## src/rtl/core/triangle_cull_and_project_core_assert.svh

```systemverilog
// Assertion helpers used by the core's edge output module
`ifndef TRIANGLE_CULL_AND_PROJECT_CORE_ASSERT_SVH
`define TRIANGLE_CULL_AND_PROJECT_CORE_ASSERT_SVH

// Same-cycle implication, checked out of reset
`define TCP_ASSERT_IMPL(lbl, clk, rstn, ante, cons) \
	lbl: assert property (@(posedge clk) disable iff (!rstn) (ante) |-> (cons)) \
		else $error("tcp: same-cycle check failed");

// Next-cycle implication, checked out of reset
`define TCP_ASSERT_NEXT(lbl, clk, rstn, ante, cons) \
	lbl: assert property (@(posedge clk) disable iff (!rstn) (ante) |=> (cons)) \
		else $error("tcp: next-cycle check failed");

`endif

```

## src/rtl/core/tcp_pkg.sv

```systemverilog
package tcp_pkg;

	// Field widths
	localparam int COORD_W = 24;
	localparam int OUT_W = 16;
	localparam int DIM_W = 13;
	localparam int CFG_IDX_W = 2;
	localparam int NVTX = 3;

	// Register indexes
	localparam logic [CFG_IDX_W-1:0] REG_CULL = 2'd0;
	localparam logic [CFG_IDX_W-1:0] REG_WIDTH = 2'd1;
	localparam logic [CFG_IDX_W-1:0] REG_HEIGHT = 2'd2;

	localparam logic [DIM_W-1:0] WIDTH_RST = 13'd640;
	localparam logic [DIM_W-1:0] HEIGHT_RST = 13'd480;

	// Projection datapath widths
	localparam int SUM_W = COORD_W + 1;
	localparam int NUM_W = 38;
	localparam int NMAG_W = NUM_W - 1;
	localparam int DMAG_W = COORD_W + 1;
	localparam int QUO_W = OUT_W;
	localparam int REM_W = DMAG_W + QUO_W;
	localparam int STEPS_PER_STAGE = 2;
	localparam int ITER_STAGES = QUO_W / STEPS_PER_STAGE;

	// Pipeline depths: lane front end, divider set-up, iterations, final fix-up
	localparam int LANE_FRONT = 2;
	localparam int PIPE_DEPTH = LANE_FRONT + 2 + ITER_STAGES + 1;
	localparam int CULL_DEPTH = 5;

	// Edge sequencing
	localparam int EDGE_IDX_W = 2;
	localparam logic [EDGE_IDX_W-1:0] EDGE_FIRST = 2'd0;
	localparam logic [EDGE_IDX_W-1:0] EDGE_LAST = 2'd2;

	localparam logic signed [OUT_W-1:0] PIX_MAX = 16'sh7fff;
	localparam logic signed [OUT_W-1:0] PIX_MIN = 16'sh8000;

	typedef logic signed [COORD_W-1:0] coord_t;
	typedef logic signed [OUT_W-1:0] pix_t;

	typedef struct packed {
		logic neg;
		logic zd;
		logic npos;
		logic nneg;
		logic big;
	} div_ctl_t;

endpackage

```

## src/rtl/core/tcp_out_if.sv

```systemverilog
interface tcp_out_if;
	import tcp_pkg::*;

	logic valid;
	logic ready;
	pix_t start_x;
	pix_t start_y;
	pix_t end_x;
	pix_t end_y;
	logic last_edge;

	modport source (output valid, start_x, start_y, end_x, end_y, last_edge,
		input ready);
	modport sink (input valid, start_x, start_y, end_x, end_y, last_edge,
		output ready);
endinterface

```

## src/rtl/core/tcp_edge_out.sv

```systemverilog
`include "triangle_cull_and_project_core_assert.svh"

module tcp_edge_out (
	input logic clk,
	input logic arst_n,
	input logic ld,
	input tcp_pkg::pix_t sx [tcp_pkg::NVTX],
	input tcp_pkg::pix_t sy [tcp_pkg::NVTX],
	output logic free,
	tcp_out_if.source edge_out
);
	import tcp_pkg::*;

	pix_t px_q [NVTX];
	pix_t py_q [NVTX];
	logic busy_q;
	logic [EDGE_IDX_W-1:0] cnt_q;
	logic [EDGE_IDX_W-1:0] nxt;
	logic take;
	logic at_last;

	assign at_last = (cnt_q == EDGE_LAST);
	assign take = edge_out.valid && edge_out.ready;
	assign free = !busy_q || (take && at_last);
	assign nxt = at_last ? EDGE_FIRST : cnt_q + 2'd1;

	// Hold the projected vertices of the triangle in flight
	always_ff @(posedge clk) begin
		if (ld) begin
			px_q <= sx;
			py_q <= sy;
		end
	end

	// Step through the triangle's edges in order, first to last
	always_ff @(posedge clk or negedge arst_n) begin
		if (!arst_n) begin
			busy_q <= 1'b0;
			cnt_q <= EDGE_FIRST;
		end else if (ld) begin
			busy_q <= 1'b1;
			cnt_q <= EDGE_FIRST;
		end else if (take) begin
			if (at_last) begin
				busy_q <= 1'b0;
			end
			cnt_q <= nxt;
		end
	end

	assign edge_out.valid = busy_q;
	assign edge_out.start_x = px_q[cnt_q];
	assign edge_out.start_y = py_q[cnt_q];
	assign edge_out.end_x = px_q[nxt];
	assign edge_out.end_y = py_q[nxt];
	assign edge_out.last_edge = at_last;

	`TCP_ASSERT_NEXT(a_load_starts, clk, arst_n, ld, busy_q && (cnt_q == EDGE_FIRST))
	`TCP_ASSERT_NEXT(a_last_frees, clk, arst_n, take && at_last && !ld, !busy_q)
	`TCP_ASSERT_IMPL(a_mid_blocks, clk, arst_n, busy_q && !at_last, !free && !ld)
	`TCP_ASSERT_IMPL(a_cnt_range, clk, arst_n, busy_q, cnt_q != 2'd3)

endmodule

```

## src/flat_wrapper.sv

```systemverilog
// flat-port wrapper written by rule: the top's interface ports become plain ports
module tcp_edge_out_flat import tcp_pkg::*;
  (clk, arst_n, ld, sx, sy, free, edge_out_valid, edge_out_start_x, edge_out_start_y, edge_out_end_x, edge_out_end_y, edge_out_last_edge, edge_out_ready);
  tcp_out_if edge_out_i ();
  input logic clk;
  input logic arst_n;
  input logic ld;
  input tcp_pkg::pix_t sx[tcp_pkg::NVTX];
  input tcp_pkg::pix_t sy[tcp_pkg::NVTX];
  output logic free;
  output wire logic [$bits(edge_out_i.valid)-1:0] edge_out_valid;
  output wire logic [$bits(edge_out_i.start_x)-1:0] edge_out_start_x;
  output wire logic [$bits(edge_out_i.start_y)-1:0] edge_out_start_y;
  output wire logic [$bits(edge_out_i.end_x)-1:0] edge_out_end_x;
  output wire logic [$bits(edge_out_i.end_y)-1:0] edge_out_end_y;
  output wire logic [$bits(edge_out_i.last_edge)-1:0] edge_out_last_edge;
  input wire logic [$bits(edge_out_i.ready)-1:0] edge_out_ready;
  assign edge_out_valid = edge_out_i.valid;
  assign edge_out_start_x = edge_out_i.start_x;
  assign edge_out_start_y = edge_out_i.start_y;
  assign edge_out_end_x = edge_out_i.end_x;
  assign edge_out_end_y = edge_out_i.end_y;
  assign edge_out_last_edge = edge_out_i.last_edge;
  assign edge_out_i.ready = edge_out_ready;
  tcp_edge_out u_core (.clk(clk), .arst_n(arst_n), .ld(ld), .sx(sx), .sy(sy), .free(free), .edge_out(edge_out_i));
endmodule
```

## config.mk

```make
export PLATFORM = sky130hd
export DESIGN_NAME = tcp_edge_out_flat
export DESIGN_NICKNAME = d
export VERILOG_FILES = /design/src/rtl/core/tcp_pkg.sv /design/src/rtl/core/tcp_out_if.sv /design/src/rtl/core/tcp_edge_out.sv /design/src/flat_wrapper.sv
export VERILOG_INCLUDE_DIRS = /design/src /design/src/rtl/core
export SDC_FILE = /design/constraint.sdc
export NUM_CORES = 1
export LEC_CHECK = 0
export ABC_AREA = 1
export BUFFER_PORTS_ARGS = -buffer_cell sky130_fd_sc_hd__buf_2
export CORE_UTILIZATION = 35
export CTS_CLUSTER_DIAMETER = 30
export DETAILED_ROUTE_END_ITERATION = 10
export PLACE_DENSITY = 0.62
export SYNTH_ARGS = -nofsm -noshare
export SYNTH_HDL_FRONTEND = slang
export SYNTH_SLANG_ARGS = --single-unit
```

## constraint.sdc

```tcl
create_clock -name clk -period 1.09 [get_ports clk]
set_input_delay 0.1635 -clock clk [delete_from_list [all_inputs] [get_ports clk]]
set_output_delay 0.1635 -clock clk [all_outputs]
set_load 0.005 [all_outputs]
```

# == Word level (Yosys, flattened, before mapping) ==
# Cells that the tools add are included.
# totals
ff_bits,99
out_inout_bits,67
# op_classes
n_mux,18
eq_ne,1
order_cmp,2
reduce_logical,7
n_bitwise,2
addsub,1
# op_table
operator,n
16-bit binary-select mux with 2-bit select,4
16-bit two-way mux,8
3-bit greater-or-equal comparator (second input constant),2
2-bit two-way mux,3
2-bit inverter with 3-bit output,2
2-bit nonzero test,2
1-bit two-way mux,3
2-bit by 1-bit adder with 2-bit output (second input constant),1
2-bit == test (second input constant),1
1-bit logical AND,2
2-bit AND reduction,1
1-bit zero test,1
1-bit logical OR,1

# == Logic depth before layout (Yosys ltp) ==
# depth
ltp_word,6
depth_mapped,6
mapped_depth_nobuf,4

# == Least setup slack after synthesis ==
# Ideal clock, no wire load.
# synth_path
path_kind,register -> output
startpoint,register u_core.cnt_q[1]
endpoint,output edge_out_start_x[0]
stages_incl_launch_ff,7
t_arrival_ps,987
required_time_ps,927
slack_ps,-60
cell_sequence,dfrtp_1 > buf_6 > inv_2 > buf_4 > buf_2 > nand3_1 > nand3_1
# synth_between
elab_chain_len,4
# synth_rtl
element,line_no,rtl
start: declaration,tcp_edge_out.sv:17,logic [EDGE_IDX_W-1:0] cnt_q;
start signal: assignment,tcp_edge_out.sv:47,cnt_q <= nxt;
2-bit inverter with 3-bit output (implied by the code),tcp_edge_out.sv:52,assign edge_out.start_x = px_q[cnt_q];
16-bit binary-select mux with 2-bit select,tcp_edge_out.sv:52,
16-bit two-way mux (implied by the code) (2 in series),tcp_edge_out.sv:52,
end: declaration,flat_wrapper.sv:12,output wire logic [$bits(edge_out_i.start_x)-1:0] edge_out_start_x;
# Every way passes these cells. The select of a mux whose other input is x is not followed.

# == Worst setup path in the final report ==
# layout_path
startpoint,register u_core.cnt_q[1]
endpoint,output edge_out_start_y[3]
# layout_between
elab_chain_len,4
# layout_rtl
element,line_no,rtl
2-bit inverter with 3-bit output (implied by the code),tcp_edge_out.sv:53,assign edge_out.start_y = py_q[cnt_q];
16-bit binary-select mux with 2-bit select,tcp_edge_out.sv:53,
16-bit two-way mux (implied by the code) (2 in series),tcp_edge_out.sv:53,
end: declaration,flat_wrapper.sv:13,output wire logic [$bits(edge_out_i.start_y)-1:0] edge_out_start_y;
# Every way passes these cells. The select of a mux whose other input is x is not followed.

==> results.ini <==
[logic_synthesis]
yosys.area.top_type = edfxtp_1
synth_seq_area_share_pct = 67.5
synthCells = 404
ys_ff_latch = 99
synth_mux_area_share_pct = 0
synthSimpleGateAreaFrac_pct = 27.8
synth_edf_count = 96
yosysWarnings = 0
synth.area.top_cells = edfxtp_1, nand3_1, nand2_1, buf_4, buf_2
yosysUniqueCellTypes = 12
synthTopCellsByCount = nand3_1, nand2_1, edfxtp_1, buf_2, buf_4
synthDominantCellAreaShare_pct = 65.8
syn-cell-area_um2 = 4380
synth-xor-area-share_pct = 0
synthAdderAreaFrac_pct = 0
syn_nets = 504
yosys_most_used_dff = edfxtp_1
synth.most_common_cell = nand3_1
synth_compound_area_share_pct = 0
synth_top_family_by_area = simple AND/OR/NAND/NOR gates
syn_avg_cell_area_um2 = 10.8
async_reset_ff_share_pct = 3.03

[hold_path]
hold_path_class = input pin to async pin

[grt]
grt_util_all_layers_pct = 19.8
grt_pass1_vias = 4180
grt_max_degree = 43
grt_first_pass_wirelength_um = 19500
grt_remaining_overflow = 0
antenna_found_initial = 0

[timing]
layout_min_cycle_time_ns = 1.68
final.period_utilization_pct = 154
finalMaxSlewViolations = 0
fmax_ghz = 0.595
hold_violations = 0
fin_ws_ns = -0.590
skew_ns = 0.00355
rsz0062_at_grt = true
tightest_slew_ns = 0.312
setup_viol = 68
maxSlewHeadroom_pct = 79.2

[placement]
port_buffers = 166
dp_slack_ns = -0.193
dp_hpwl_um = 7800
place.gp.congestion = 0.808

[clock_network]
cts.path.max_buffers = 2
cts_buffers = 9
clock-sinks = 99
ctsRootBufferMaster = clkbuf_16
path_clk_slew_ns = 0.07
cts_tree = yes
cts_max_level = 3
clkLatencyLatePin_ns = 0.35

[power]
ir_drop_mv = 1.43
p_per_area_nw_per_um2 = 1470
power.leakage_nw = 3.02
finalPower_w = 0.0103

[die]
dieArea_um2 = 13000
fp-row-count = 40
fp.dieH_um = 114
initial_core_util_pct = 36.2
die_width_um = 114
pin_count = 167
core_area_um2 = 12100

[detailed_routing]
drc = 0
drt_iter0_drc = 336
drt-vias-per-instance = 4.86
firstDrtPassIters = 5
ant_nets = 0
via_count = 4129
wl_um = 12600
detail_route.wl_per_cell_um = 14.8

[setup_path]
crit_end = edge_out_start_y[3]
cp_data_arrival_time_ns = 1.52
critPathLaunch = u_core.cnt_q[1]
r2r-end = u_core.edge_out.valid
regToRegSetupSlack_ns = -0.05
reg2reg_depth = 6
r2r_start = u_core.cnt_q[0]
crit_fanout = 29
worstPathRequired_ns = 0.93
endpoint_kind = output port
critical_path_class = flop to output port
start_kind = flop

[cells_and_area]
nFillCells = 1016
syn_to_final_growth_pct = 58.7
antennaDiodeCount = 0
finalNetCount = 776
drive_gt1_share_pct = 32.2

[run_status]
status = finished with violations
failed_checks = setup timing

[job]
cap_violations = 0

[per-stage QoR]
stage               instance area (um2)  utilization, %  TNS [ns]  hold slack (ns)  cells
detailed placement                 5550            45.8     -9.13          -0.0338    730
finish                             6960            57.4    -35.42            0.132    849
CTS                                6920            57.2    -35.74            0.132    848
global placement                   5550            45.8     -7.41          -0.0391    730
floorplan                          4450               -    -0.189           -0.132    404
global route                       6960            57.4    -41.20            0.144    849
[worst min-delay path by stage]
stage                     startpoint  cells past startpoint               endpoint  slack (ns)
after floorplan               arst_n                      0        u_core.cnt_q[0]       -0.13
after global placement        arst_n                      1  u_core.edge_out.valid       -0.04
after detailed placement      arst_n                      1  u_core.edge_out.valid       -0.03
after CTS                     arst_n                      2  u_core.edge_out.valid        0.13
after global routing          arst_n                      2  u_core.edge_out.valid        0.14
final                         arst_n                      2  u_core.edge_out.valid        0.13
[cell type report]
type                       instances  area, um2  area share [%]
multi-input combinational        269       1230            17.7
sequential                        99       2960            42.6
tap                              168        210            3.02
clock buffer                       9        225            3.24
inverter                           4       15.0           0.216
timing repair buffer             293       2210            31.7
clock inverter                     7        106            1.53
[where the power goes]
group | leakage [nW] | total (W) | switching, W | internal (W)
logic | 1.88 | 0.00208 | 0.000996 | 0.00108
registers | 0.972 | 0.00468 | 0.000165 | 0.00451
clock network | 0.163 | 0.00350 | 0.00144 | 0.00205
total | 3.02 | 0.0103 | 0.00260 | 0.00765
[kinds of logic after synthesis]
| logic type | Yosys count |
|---|---|
| flops | 99 |
| simple gates | 269 |
| buf+inv | 36 |
[timing repair]
item / 4_1_cts / 5_1_grt
endpoints found under the setup margin: 66 / 69
hold buffers: 97 / 0
endpoints found under the hold margin: 99 / 0
cloned: 1 / 1
gates resized for setup: 5 / 2
buffers inserted: 4 / 0
[cell usage in the layout (no fill, tap or decap), types with 2 or more instances in the layout]
master,netlist,routed
buf_2,15,165
nand3_1,165,164
nand2_1,101,100
dlygate4sd3_1,0,97
edfxtp_1,96,96
buf_4,12,17
buf_12,0,11
clkbuf_16,0,10
inv_6,0,3
inv_2,2,2
nor2_1,2,2
inv_1,2,2
bufinv_16,0,2
dfrtp_2,0,2
[worst max-delay path: stages, from the launching register on]
cell and delay (ns):
dfrtp_2 0.45, inv_2 0.16, buf_12 0.20, nand3_1 0.10
nand3_1 0.12, buf_2 0.12
[flip-flops by register name (all words and copies together), names as in the netlist]
name	cells
u_core.px_q	48
u_core.py_q	48
u_core.cnt_q	2
u_core.edge_out.valid	1
[metal layers]
layer	part of all wire, %	GRT usage, %
met4	1.7	7.45
met3	6.7	6.22
met5	0	0
met1	39	22.0
met2	52	35.6
(Power assumes the default switching activity.)
